<file path="src/otq_pkg.sv">
// otq_pkg: types, codes and constants shared by the ordered timer queue
// no dependencies; imported by every module of the block
package otq_pkg;

    localparam int NUM_TIMERS_DEF   = 16;
    localparam int SIGNAL_WIDTH_DEF = 16;

    localparam int SLOT_W = 4;
    localparam int EXP_W  = 32;
    localparam int SIG_W  = 16;

    localparam logic signed [EXP_W-1:0] ND_EMPTY  = -32'sd1;
    localparam logic [EXP_W-1:0]        DELAY_MAX = 32'h7FFF_FFFF;

    localparam logic STATUS_OK     = 1'b0;
    localparam logic STATUS_REJECT = 1'b1;

    typedef enum logic [1:0] {
        CMD_ADD    = 2'd0,
        CMD_REMOVE = 2'd1,
        CMD_TICK   = 2'd2,
        CMD_NOP    = 2'd3
    } t_cmd_code;

    typedef enum logic [1:0] {
        KIND_ACK   = 2'd0,
        KIND_FIRED = 2'd1,
        KIND_NONE  = 2'd2
    } t_kind;

    typedef enum logic [2:0] {
        ST_IDLE,
        ST_DEQ,
        ST_INS,
        ST_ND,
        ST_ACK,
        ST_FIRE
    } t_state;

    typedef enum logic [1:0] {
        CELL_HOLD,
        CELL_DEQ,
        CELL_POP,
        CELL_INS
    } t_cell_op;

    typedef struct packed {
        t_cell_op           op;
        logic [SLOT_W-1:0]  key_slot;
        logic [EXP_W-1:0]   key_exp;
    } t_cell_ctl;

    typedef struct packed {
        logic               head_valid;
        logic               head_due;
        logic               second_due;
        logic               full;
        logic               gt_any;
        logic [SLOT_W-1:0]  head_slot;
        logic [EXP_W-1:0]   head_exp;
        logic [EXP_W-1:0]   gt_exp;
    } t_chain_stat;

    typedef struct packed {
        logic [1:0]         cmd;
        logic [SLOT_W-1:0]  slot;
        logic [EXP_W-1:0]   delay;
        logic [SIG_W-1:0]   signal;
        logic [EXP_W-1:0]   time_now;
    } t_cmd;

    typedef struct packed {
        logic [1:0]               kind;
        logic                     status;
        logic [SLOT_W-1:0]        fired_slot;
        logic [SIG_W-1:0]         fired_signal;
        logic signed [EXP_W-1:0]  next_delay;
        logic                     last;
    } t_result;

endpackage

</file>
<file path="src/otq_cell.sv">
// otq_cell: one queue position holding slot, expiry and signal word
// depends on otq_pkg; instantiated in a row by otq_chain
module otq_cell #(
    parameter int SIGNAL_WIDTH = otq_pkg::SIGNAL_WIDTH_DEF
) (
    input  logic                           i_clk,
    input  logic                           i_rst_n,
    input  otq_pkg::t_cell_ctl             i_ctl,
    input  logic [SIGNAL_WIDTH-1:0]        i_new_sig,
    input  logic                           i_left_valid,
    input  logic [otq_pkg::SLOT_W-1:0]     i_left_slot,
    input  logic [otq_pkg::EXP_W-1:0]      i_left_exp,
    input  logic [SIGNAL_WIDTH-1:0]        i_left_sig,
    input  logic                           i_left_le,
    input  logic                           i_match_in,
    input  logic                           i_right_valid,
    input  logic [otq_pkg::SLOT_W-1:0]     i_right_slot,
    input  logic [otq_pkg::EXP_W-1:0]      i_right_exp,
    input  logic [SIGNAL_WIDTH-1:0]        i_right_sig,
    output logic                           o_valid,
    output logic [otq_pkg::SLOT_W-1:0]     o_slot,
    output logic [otq_pkg::EXP_W-1:0]      o_exp,
    output logic [SIGNAL_WIDTH-1:0]        o_sig,
    output logic                           o_le,
    output logic                           o_match_out
);
    import otq_pkg::*;

    logic                    r_valid, n_valid;
    logic [SLOT_W-1:0]       r_slot, n_slot;
    logic [EXP_W-1:0]        r_exp, n_exp;
    logic [SIGNAL_WIDTH-1:0] r_sig, n_sig;
    logic                    match;

    assign match       = r_valid && (r_slot == i_ctl.key_slot);
    assign o_match_out = i_match_in | match;
    assign o_le        = r_valid && (r_exp <= i_ctl.key_exp);

    always_comb begin
        n_valid = r_valid;
        n_slot  = r_slot;
        n_exp   = r_exp;
        n_sig   = r_sig;
        case (i_ctl.op)
            CELL_DEQ: begin
                // close the gap left by the removed entry
                if (o_match_out) begin
                    n_valid = i_right_valid;
                    n_slot  = i_right_slot;
                    n_exp   = i_right_exp;
                    n_sig   = i_right_sig;
                end
            end
            CELL_POP: begin
                n_valid = i_right_valid;
                n_slot  = i_right_slot;
                n_exp   = i_right_exp;
                n_sig   = i_right_sig;
            end
            CELL_INS: begin
                // earlier or equal expiries stay, the first later one makes room
                if (!o_le) begin
                    if (i_left_le) begin
                        n_valid = 1'b1;
                        n_slot  = i_ctl.key_slot;
                        n_exp   = i_ctl.key_exp;
                        n_sig   = i_new_sig;
                    end else begin
                        n_valid = i_left_valid;
                        n_slot  = i_left_slot;
                        n_exp   = i_left_exp;
                        n_sig   = i_left_sig;
                    end
                end
            end
            default: ;
        endcase
    end

    always_ff @(posedge i_clk) begin
        if (!i_rst_n) begin
            r_valid <= 1'b0;
        end else begin
            r_valid <= n_valid;
        end
    end

    always_ff @(posedge i_clk) begin
        r_slot <= n_slot;
        r_exp  <= n_exp;
        r_sig  <= n_sig;
    end

    assign o_valid = r_valid;
    assign o_slot  = r_slot;
    assign o_exp   = r_exp;
    assign o_sig   = r_sig;

endmodule

</file>
<file path="src/otq_chain.sv">
// otq_chain: row of otq_cell, ordered by expiry with the head at position 0
// depends on otq_pkg and otq_cell
module otq_chain #(
    parameter int NUM_TIMERS   = otq_pkg::NUM_TIMERS_DEF,
    parameter int SIGNAL_WIDTH = otq_pkg::SIGNAL_WIDTH_DEF
) (
    input  logic                    i_clk,
    input  logic                    i_rst_n,
    input  otq_pkg::t_cell_ctl      i_ctl,
    input  logic [SIGNAL_WIDTH-1:0] i_new_sig,
    output otq_pkg::t_chain_stat    o_stat,
    output logic [SIGNAL_WIDTH-1:0] o_head_sig
);
    import otq_pkg::*;

    logic                    v     [NUM_TIMERS];
    logic [SLOT_W-1:0]       slot  [NUM_TIMERS];
    logic [EXP_W-1:0]        expv  [NUM_TIMERS];
    logic [SIGNAL_WIDTH-1:0] sig   [NUM_TIMERS];
    logic                    le    [NUM_TIMERS];
    logic                    mo    [NUM_TIMERS];
    logic                    first_gt [NUM_TIMERS];
    logic                    gt_any;
    logic [EXP_W-1:0]        gt_exp;

    genvar g;
    generate
        for (g = 0; g < NUM_TIMERS; g++) begin : g_cell
            logic                    lv, lle, lmi, rv;
            logic [SLOT_W-1:0]       ls, rs;
            logic [EXP_W-1:0]        le_x, re_x;
            logic [SIGNAL_WIDTH-1:0] lsig, rsig;

            if (g == 0) begin : g_first
                assign lv   = 1'b0;
                assign ls   = '0;
                assign le_x = '0;
                assign lsig = '0;
                assign lle  = 1'b1;
                assign lmi  = 1'b0;
            end else begin : g_mid
                assign lv   = v[g-1];
                assign ls   = slot[g-1];
                assign le_x = expv[g-1];
                assign lsig = sig[g-1];
                assign lle  = le[g-1];
                assign lmi  = mo[g-1];
            end

            if (g == NUM_TIMERS - 1) begin : g_end
                assign rv   = 1'b0;
                assign rs   = '0;
                assign re_x = '0;
                assign rsig = '0;
            end else begin : g_inner
                assign rv   = v[g+1];
                assign rs   = slot[g+1];
                assign re_x = expv[g+1];
                assign rsig = sig[g+1];
            end

            // first entry past the key: everything left of it is due
            assign first_gt[g] = v[g] && !le[g] && lle;

            otq_cell #(
                .SIGNAL_WIDTH(SIGNAL_WIDTH)
            ) u_cell (
                .i_clk        (i_clk),
                .i_rst_n      (i_rst_n),
                .i_ctl        (i_ctl),
                .i_new_sig    (i_new_sig),
                .i_left_valid (lv),
                .i_left_slot  (ls),
                .i_left_exp   (le_x),
                .i_left_sig   (lsig),
                .i_left_le    (lle),
                .i_match_in   (lmi),
                .i_right_valid(rv),
                .i_right_slot (rs),
                .i_right_exp  (re_x),
                .i_right_sig  (rsig),
                .o_valid      (v[g]),
                .o_slot       (slot[g]),
                .o_exp        (expv[g]),
                .o_sig        (sig[g]),
                .o_le         (le[g]),
                .o_match_out  (mo[g])
            );
        end

        if (NUM_TIMERS > 1) begin : g_second
            assign o_stat.second_due = le[1];
        end else begin : g_single
            assign o_stat.second_due = 1'b0;
        end
    endgenerate

    always_comb begin
        gt_any = 1'b0;
        gt_exp = '0;
        for (int i = 0; i < NUM_TIMERS; i++) begin
            gt_any = gt_any | first_gt[i];
            gt_exp = gt_exp | (first_gt[i] ? expv[i] : '0);
        end
    end

    assign o_stat.gt_any     = gt_any;
    assign o_stat.gt_exp     = gt_exp;
    assign o_stat.head_valid = v[0];
    assign o_stat.head_due   = le[0];
    assign o_stat.full       = v[NUM_TIMERS-1];
    assign o_stat.head_slot  = slot[0];
    assign o_stat.head_exp   = expv[0];
    assign o_head_sig        = sig[0];

endmodule

</file>
<file path="src/ordered_timer_queue.sv">
// ordered_timer_queue: top level with command sequencer and result register
// depends on otq_pkg and otq_chain
//
// usage:
//   a command transaction is taken at a clock edge with start high and busy low;
//   i_cmd carries the command code, slot, delay, signal word and new time.
//   results leave on o_res, each for one cycle with o_strobe high; the receiver
//   cannot hold them off. o_res.last marks the final result of a command.
// order of steps (accept edge to result strobe):
//   add: dequeue, insert, next-delay, ack; remove: dequeue, next-delay, ack;
//   unused code: next-delay, ack; tick: next-delay, then one fired timer per
//   cycle; busy stays high until the last result is registered, so a new
//   command can start in the cycle the last result shows. steps: dequeue
//   shift, ordered insert, head/next-delay evaluation, one pop per fired timer.
// reset: synchronous active-low; clears the current time, every cell valid bit
//   and the sequencer, leaving an empty queue.
module ordered_timer_queue #(
    parameter int NUM_TIMERS   = otq_pkg::NUM_TIMERS_DEF,
    parameter int SIGNAL_WIDTH = otq_pkg::SIGNAL_WIDTH_DEF
) (
    input  logic             i_clk,
    input  logic             i_rst_n,
    input  logic             start,
    output logic             busy,
    input  otq_pkg::t_cmd    i_cmd,
    output otq_pkg::t_result o_res,
    output logic             o_strobe
);
    import otq_pkg::*;

    t_state                  r_state, n_state;
    t_cmd_code               r_cmd, n_cmd;
    logic [SLOT_W-1:0]       r_slot, n_slot;
    logic [SIGNAL_WIDTH-1:0] r_sig, n_sig;
    logic [EXP_W-1:0]        r_e, n_e;
    logic [EXP_W-1:0]        r_cur, n_cur;
    logic                    r_status, n_status;
    logic signed [EXP_W-1:0] r_nd, n_nd;
    t_result                 r_res, n_res;
    logic                    r_strobe, n_strobe;

    t_cell_ctl               ctl;
    t_chain_stat             stat;
    logic [SIGNAL_WIDTH-1:0] head_sig;

    logic                    slot_ok;
    logic                    sel_valid, sel_due;
    logic [EXP_W-1:0]        sel_exp, diff;
    logic signed [EXP_W-1:0] nd_calc;

    otq_chain #(
        .NUM_TIMERS  (NUM_TIMERS),
        .SIGNAL_WIDTH(SIGNAL_WIDTH)
    ) u_chain (
        .i_clk     (i_clk),
        .i_rst_n   (i_rst_n),
        .i_ctl     (ctl),
        .i_new_sig (r_sig),
        .o_stat    (stat),
        .o_head_sig(head_sig)
    );

    assign slot_ok = (7'(r_slot) < 7'(NUM_TIMERS));

    // tick: next expiry is the first entry that stays; otherwise the head
    always_comb begin
        sel_valid = (r_cmd == CMD_TICK) ? stat.gt_any : stat.head_valid;
        sel_exp   = (r_cmd == CMD_TICK) ? stat.gt_exp : stat.head_exp;
        sel_due   = (r_cmd != CMD_TICK) && stat.head_due;
        diff      = sel_exp - r_cur;
        if (!sel_valid) begin
            nd_calc = ND_EMPTY;
        end else if (sel_due) begin
            nd_calc = '0;
        end else if (diff[EXP_W-1]) begin
            nd_calc = signed'(DELAY_MAX);
        end else begin
            nd_calc = signed'(diff);
        end
    end

    always_comb begin
        n_state      = r_state;
        n_cmd        = r_cmd;
        n_slot       = r_slot;
        n_sig        = r_sig;
        n_e          = r_e;
        n_cur        = r_cur;
        n_status     = r_status;
        n_nd         = r_nd;
        n_res        = '0;
        n_strobe     = 1'b0;
        ctl.op       = CELL_HOLD;
        ctl.key_slot = r_slot;
        ctl.key_exp  = r_cur;
        unique case (r_state)
            ST_IDLE: begin
                if (start) begin
                    n_cmd    = t_cmd_code'(i_cmd.cmd);
                    n_slot   = i_cmd.slot;
                    n_sig    = SIGNAL_WIDTH'(i_cmd.signal);
                    n_e      = r_cur + i_cmd.delay;
                    n_status = STATUS_OK;
                    unique case (t_cmd_code'(i_cmd.cmd))
                        CMD_ADD, CMD_REMOVE: n_state = ST_DEQ;
                        CMD_TICK: begin
                            n_cur   = i_cmd.time_now;
                            n_state = ST_ND;
                        end
                        CMD_NOP: n_state = ST_ND;
                    endcase
                end
            end
            ST_DEQ: begin
                // a slot out of range is never in the row, so the shift is a no-op
                ctl.op  = CELL_DEQ;
                n_state = (r_cmd == CMD_ADD) ? ST_INS : ST_ND;
            end
            ST_INS: begin
                ctl.key_exp = r_e;
                if (slot_ok && !stat.full) begin
                    ctl.op = CELL_INS;
                end else begin
                    n_status = STATUS_REJECT;
                end
                n_state = ST_ND;
            end
            ST_ND: begin
                n_nd    = nd_calc;
                n_state = (r_cmd == CMD_TICK) ? ST_FIRE : ST_ACK;
            end
            ST_ACK: begin
                n_strobe         = 1'b1;
                n_res.kind       = KIND_ACK;
                n_res.status     = r_status;
                n_res.next_delay = r_nd;
                n_res.last       = 1'b1;
                n_state          = ST_IDLE;
            end
            ST_FIRE: begin
                n_strobe         = 1'b1;
                n_res.next_delay = r_nd;
                if (stat.head_due) begin
                    ctl.op             = CELL_POP;
                    n_res.kind         = KIND_FIRED;
                    n_res.fired_slot   = stat.head_slot;
                    n_res.fired_signal = SIG_W'(head_sig);
                    n_res.last         = !stat.second_due;
                    if (!stat.second_due) begin
                        n_state = ST_IDLE;
                    end
                end else begin
                    n_res.kind = KIND_NONE;
                    n_res.last = 1'b1;
                    n_state    = ST_IDLE;
                end
            end
            default: n_state = ST_IDLE;
        endcase
    end

    always_ff @(posedge i_clk) begin
        if (!i_rst_n) begin
            r_state  <= ST_IDLE;
            r_cur    <= '0;
            r_strobe <= 1'b0;
        end else begin
            r_state  <= n_state;
            r_cur    <= n_cur;
            r_strobe <= n_strobe;
        end
    end

    always_ff @(posedge i_clk) begin
        r_cmd    <= n_cmd;
        r_slot   <= n_slot;
        r_sig    <= n_sig;
        r_e      <= n_e;
        r_status <= n_status;
        r_nd     <= n_nd;
        r_res    <= n_res;
    end

    assign busy     = (r_state != ST_IDLE);
    assign o_res    = r_res;
    assign o_strobe = r_strobe;

endmodule

</file>
<file path="config.mk">
export PLATFORM = sky130hd
export DESIGN_NAME = ordered_timer_queue
export DESIGN_NICKNAME = d
export VERILOG_FILES = /design/src/otq_pkg.sv /design/src/otq_cell.sv /design/src/otq_chain.sv /design/src/ordered_timer_queue.sv
export SDC_FILE = /design/constraint.sdc
export NUM_CORES = 2
export LEC_CHECK = 0
export BUFFER_PORTS_ARGS = -buffer_cell sky130_fd_sc_hd__buf_4
export CAP_MARGIN = 20
export CORE_MARGIN = 2
export CORE_UTILIZATION = 35
export DETAILED_ROUTE_END_ITERATION = 8
export PLACE_DENSITY = 0.5
export SETUP_SLACK_MARGIN = 0.1
export SKIP_LAST_GASP = 1
export SLEW_MARGIN = 20
export SYNTH_ARGS = -nofsm -noshare
export SYNTH_HDL_FRONTEND = slang
export SYNTH_SLANG_ARGS = --single-unit
</file>
<file path="constraint.sdc">
create_clock -name i_clk -period 9.2 [get_ports i_clk]
set_input_delay 0.46 -clock i_clk [delete_from_list [all_inputs] [get_ports i_clk]]
set_output_delay 0.46 -clock i_clk [all_outputs]
set_load 0.02 [all_outputs]
</file>
# Word level (Yosys, flattened, before mapping)
# Index checks and enable logic that the tools add are counted.
# word_totals
ramBits,0
input_bits,89
word_cells,606
n_memories,0
latch_bits,0
out_inout_bits,58
rom_bits,0
reg_bits,1027
# op_classes
magnitude_cmp,16
shifts,0
mul,0
eq_ne,64
div,0
mux,290
n_bitwise,45
reduce_logical,110
add_sub_neg,2
# ops
cell,n
two-way mux 32 bit,65
case mux 32 bit (3 select lines),16
case mux 16 bit (3 select lines),16
two-way mux 16 bit,47
less-or-equal comparator 32 bit,16
bitwise OR 32 bit,15
case mux 4 bit (3 select lines),16
two-way mux 4 bit,47
inequality test 2 bit (second input constant),34
case mux 33 bit (2 select lines),1
== test 4 bit,16
logical AND 1 bit,64
two-way mux 31 bit,2
two-way mux 1 bit,54
AND reduction 3 bit,18
case mux 1 bit (3 select lines),16
adder 32 bit,1
subtractor 32 bit,1
bitwise OR 1 bit,30
zero test 1 bit,16
case mux 3 bit (5 select lines),1
== test 2 bit (second input constant),5
two-way mux 3 bit,3
== test 3 x 2 -> 1 bit (second input constant),2
other kinds (15),25

# Logic depth before layout (Yosys ltp)
# depth
ltp_word,27
mapped_depth,37
depth_no_buf,31

# Modules after synthesis
# A second synthesis with hierarchy kept.
# hier_totals
cells_unflattened,7466
area_unflattened_um2,73960.9
# by_module_without_submodules
mod,area_each_um2,n_inst,seq_area_each_um2,cells_per_inst
otq_cell,3574.7,16,1581.5,361
ordered_timer_queue,9731.8,1,4454.3,992
otq_chain,7034.2,1,0.0,698

# Worst setup path after synthesis
# Ideal clock, no wire load.
# synth_timing
path_type,flip-flop to flip-flop
from,register r_state[2]
to,register u_chain.g_cell[15].u_cell.r_valid
setup_ns,0.128
t_required_ns,9.072
stages_incl_launch_ff,20
slack_ns,-0.119
n_path_buf,5
arrival_time_ns,9.192
period_less_slack_ns,9.319
path_cell_list,dfxtp_1 or3b_1 buf_4 inv_2 clkbuf_1 clkbuf_1 mux2i_1 clkbuf_1 ha_1 nand4_1 nor4_1 o2111ai_1 nor4b_1 a22oi_1 a211oi_1 nor3_1 clkbuf_1 o21ai_0 mux2_2 nor2_1
# synth_between
elab_chain_cells,9
elab_cells_between_ends,22
classes_between,order compare (3); eq/ne (8); mux (6); reduce/logical (5)
# synth_rtl
item,line,text
start: declaration,ordered_timer_queue.sv:31,"t_state r_state, n_state;"
start signal: assignment,ordered_timer_queue.sv:168,r_state <= n_state;
== test 3 x 2 -> 1 bit,ordered_timer_queue.sv:96,unique case (r_state)
two-way mux 32 bit,ordered_timer_queue.sv:96,
less-or-equal comparator 32 bit,otq_cell.sv:37,assign o_le = r_valid && (r_exp <= i_ctl.key_exp);
logical AND 1 bit,otq_cell.sv:37,
two-way mux 2 bit,ordered_timer_queue.sv:143,if (stat.head_due) begin
case mux 2 bit (3 select lines),ordered_timer_queue.sv:96,
== test 2 x 1 -> 1 bit / == test 2 bit (equally long branches),otq_cell.sv:44,case (i_ctl.op)
inequality test 2 bit (no source line) / nonzero test 3 bit (equally long branches),-,
AND reduction 3 bit (no source line),-,
end signal: assignment,otq_cell.sv:84,r_valid <= n_valid;
end: declaration,otq_cell.sv:29,"logic r_valid, n_valid;"
# Several ways; a longest one is shown, not always the timed one. The select of a mux whose other input is x is not followed.
# A chain may end at the register's enable or synchronous reset.

# Worst setup path in the final report
# layout_timing
from,register r_state[2]
to,register r_nd[9] (data pin)
# layout_between
elab_chain_cells,27
elab_cells_between_ends,133
classes_between,add/sub (1); order compare (16); eq/ne (1); mux (21); bitwise (30); reduce/logical (64)
# layout_rtl
item,line,text
== test 3 x 2 -> 1 bit *,ordered_timer_queue.sv:96,
two-way mux 32 bit *,ordered_timer_queue.sv:96,
less-or-equal comparator 32 bit,otq_cell.sv:37,
logical AND 1 bit,otq_cell.sv:37,
zero test 1 bit,otq_chain.sv:63,assign first_gt[g] = v[g] && !le[g] && lle;
logical AND 1 bit (2 in a row),otq_chain.sv:63,
two-way mux 32 bit,otq_chain.sv:103,gt_exp = gt_exp | (first_gt[i] ? expv[i] : '0);
bitwise OR 32 bit (15 in a row),otq_chain.sv:103,
two-way mux 32 bit,ordered_timer_queue.sv:68,sel_exp = (r_cmd == CMD_TICK) ? stat.gt_exp : stat.head_exp;
subtractor 32 bit,ordered_timer_queue.sv:70,diff = sel_exp - r_cur;
two-way mux 31 bit,ordered_timer_queue.sv:75,end else if (diff[EXP_W-1]) begin
two-way mux 31 bit,ordered_timer_queue.sv:73,end else if (sel_due) begin
end signal: assignment,ordered_timer_queue.sv:180,r_nd <= n_nd;
end: declaration,ordered_timer_queue.sv:38,"logic signed [EXP_W-1:0] r_nd, n_nd;"
# Every way passes the cells marked *; elsewhere a longest branch is shown, timed or not.

==> impl_metrics.csv <==
group,metric,value,unit
clocking,clk_latency,800,ps
global_route,grt_max_degree,281,
die,io_pins,147,
setup_path,slowest_stage,"a311o_1",
synthesis,netlist_instances,7159,
setup_path,start_kind,"register",
power,p_per_area,238,nW/µm²
synthesis,synth-main-ff-cell,"edfxtp_1",
clocking,cts_root_buf,"clkbuf_16",
layout,syn2layout_area_growth,15.2,%
route,detail_route.wl_per_cell,26.4,µm
layout,fillers,18400,
sta,period_share,94.9,%
hold_path,hold-path-cell-count,3,
die,die_area,193000,µm²
die,coreArea,188000,µm²
clocking,cts_buffer_depth,3,
global_route,overflow,0,
hold_path,hp-start,"i_cmd[79]",
clocking,numCtsBuffers,133,
job,max_cap_violations,0,
synthesis,ys_seq_area_share,44.9,%
route,firstDrtPassIters,6,
global_route,antenna_found_initial,2,
power,p_total,18.2,mW
synthesis,synth.net_count,7795,
route,ant_nets,0,
place,routabilityCongestion,0.944,
setup_path,regToRegStartpoint,"r_state[2]",
sta,hold_viol_final,0,
setup_path,cp_num_cells,35,
power,ir_drop,142,µV
clocking,cts_tree,"yes",
setup_path,critPathTopFamily,"compound AO/OA/AOI/OAI gates",
sta,tightestPinTransition,1150,ps
synthesis,async_flop_share,0,%
setup_path,cpPeakStageDelay,490,ps
setup_path,cp.required,9700,ps
sta,slew_violations,0,
layout,drive_gt1_share,9.67,%
setup_path,cp_max_fo,31,
synthesis,synth.distinct_cells,96,
route,wl,260000,µm
clocking,clkSinkCount,1027,
hold_path,hold_end,"r_e[31]",
place,io_buffer_count,146,
layout,fin_nets,7875,
route,drtIter0Drc,6931,
sta,skew,49.7,ps
sta,max_freq,115,MHz
route,viasPerCell,5.82,
sta,max-slew-margin-rel,22.4,%
global_route,grt_use_total,26.2,%
sta,rsz0062_at_grt,"false",
synthesis,synth_edf_count,919,
setup_path,cp.arrival,9230,ps
global_route,grt_pass1_wl,375000,µm
route,route.detailed.drc,0,
clocking,clk_pin_slew,60,ps
setup_path,r2r_end,"r_nd[9]",
synthesis,syn_avg_cell_area,9.25,µm²
place,dp_hpwl,184000,µm
die,start_util,35.3,%
synthesis,synth_seq_cells,1027,
clocking,ctsHtreeMaxLevel,4,
hold_path,min_path_type,"in2reg",
die,die_x,439,µm
setup_path,crit_buf_inv,8,
synthesis,synth_top_area_share,41.7,%
setup_path,cp-end-kind,"register",
setup_path,crit_type,"reg2reg",
run_status,status,"completed",
route,vias,57300,
sta,setup-violations-final,0,
sta,finalSetupTns,0,ps
die,die-height,439,µm
die,rows,159,
global_route,grt_pass1_vias,53900,
sta,finalCriticalPeriod,8730,ps
setup_path,worst-r2r-cell-count,35,
setup_path,regToRegSetupSlack,470,ps
synthesis,yosysTopAreaCell,"edfxtp_1",
synthesis,synth_area_leaders,"edfxtp_1 (42%), ha_1 (10%), o21ai_0 (8.3%), nand2_1 (7.2%), mux2i_1 (4.5%)",
power,leakagePower,28.8,nW
synthesis,synth.cell_area,66200,µm²
setup_path,crit_top_cell,"buf_4",
synthesis,yosys_warnings,0,
## power by group
| group | internal (mW) | total [mW] | leakage [nW] | switching (mW) |
|---|---|---|---|---|
| clock | 2.88 | 5.11 | 2.06 | 2.23 |
| combinational | 1.95 | 5.44 | 17.2 | 3.49 |
| sequential | 6.45 | 7.64 | 9.57 | 1.18 |
## layout by cell type, fill, tap and decap left out, types with 108 or more instances in the layout
cell       netlist  routed
nand4_1        124     124
dfxtp_1        108     108
a21oi_1        563     531
ha_1           545     545
o21ai_0       1092    1090
buf_4            7     350
nand2_1       1271    1270
mux2i_1        300     297
inv_1          124     124
edfxtp_1       919     919
nor2_1         463     452
clkbuf_16        0     136
## routing by layer
metal | routed length, µm | vias up | track usage, % | share of wire, %
met5 | 0 | - | 0 | 0
met2 | 115000 | 2378 | 40.8 | 44
met4 | 10300 | 0 | 9.92 | 4.0
met3 | 18600 | 374 | 3.81 | 7.2
li1 | - | 26700 | - | -
met1 | 116000 | 27800 | 36.8 | 45
## synthesized netlist by cell type (all sizes together) (11+ instances only)
cell,n
nand2,1271
o21ai,1095
edfxtp,919
a21oi,565
ha,545
nor2,463
clkbuf,454
mux2i,300
inv,127
nand4,124
dfxtp,108
a22oi,102
xnor2,81
nand3,79
a211oi,76
and2,67
a31oi,66
a221oi,62
xor2,57
a21o,53
a222oi,52
nor3,51
buf,45
and3,32
nand2b,32
o21a,31
o211ai,30
nor4,23
and4,19
nor2b,18
a22o,14
o221ai,14
a2111oi,11
or3,11
## registers in the layout (all words and copies together) (netlist names)
| signal | cells |
|---|---|
| u_chain.g_cell.u_cell.o_exp | 512 |
| u_chain.g_cell.u_cell.o_sig | 256 |
| u_chain.g_cell.u_cell.o_slot | 64 |
| o_res | 56 |
| r_cur | 32 |
| r_e | 32 |
| r_nd | 32 |
| r_sig | 16 |
| u_chain.g_cell.u_cell.o_valid | 16 |
| r_slot | 4 |
| r_state | 3 |
| r_cmd | 2 |
| o_strobe | 1 |
| r_status | 1 |
## final cells by class
cell class | count | area, µm² | share of cell area (%)
multi-input combinational | 5504 | 34800 | 45.6
tap | 2495 | 3120 | 4.09
clock inverter | 73 | 607 | 0.795
antenna | 2 | 5.00 | 0.00656
timing repair buffer | 444 | 3930 | 5.14
sequential | 1027 | 29800 | 39.0
clock buffer | 165 | 3560 | 4.67
inverter | 129 | 510 | 0.669
## worst reg2reg max path, delay by kind of cell, from the launching register on
kind	cells	cell delay, ps
AOI/OAI and AO/OA	16	3860
buffers and inverters	8	1760
and+or+nand+nor	8	1720
adders and majority gates	2	630
DFF	1	310
xor gates and xnor gates	1	180
## how the worst max path moves through the flow
stage / startpoint / endpoint / slack [ps]
global placement: r_state[2] / r_nd[9] / 60
global route: r_state[2] / r_nd[5] / 170
finish: r_state[2] / r_nd[9] / 470
CTS: r_state[2] / r_nd[9] / 100
floorplan: r_state[2] / r_nd[10] / 190
detailed placement: r_state[2] / r_nd[9] / 50
## through the flow
step,worst slack (ps),cells,utilization (%),hold WS [ps],cell area [µm²]
2_1_floorplan,186,7159,-,420,66200
3_3_place_gp,57.8,9526,37.9,433,71200
3_5_place_dp,53.3,9528,37.9,436,71300
4_1_cts,103,9824,40.5,71.3,76000
5_1_grt,168,9839,40.6,113,76300
6_report,468,9839,40.6,145,76300
## what timing repair did
item / CTS / global route
pin swaps: 0 / 1
buffers inserted: 0 / 11
hold buffers: 58 / 0
hold endpoints to repair: 62 / 0
setup endpoints to repair: 31 / 31
gates resized for setup: 1 / 15
## logic make-up (layout without fill, tap and decap cells)
| family | Yosys count | after routing | synth area share (%) |
|---|---|---|---|
| simple gates | 2235 | 2235 | 14.6 |
| flops | 1027 | 1027 | 44.9 |
| compound gates | 2277 | 2277 | 20.1 |
| mux | 302 | 302 | 4.57 |
| xor+xnor | 138 | 138 | 1.83 |
| buf+inv | 628 | 811 | 3.61 |
| fa+ha+maj | 552 | 552 | 10.4 |
| other cells | 0 | 2 | 0 |
No activity file was read; power rests on OpenSTA's default activity.
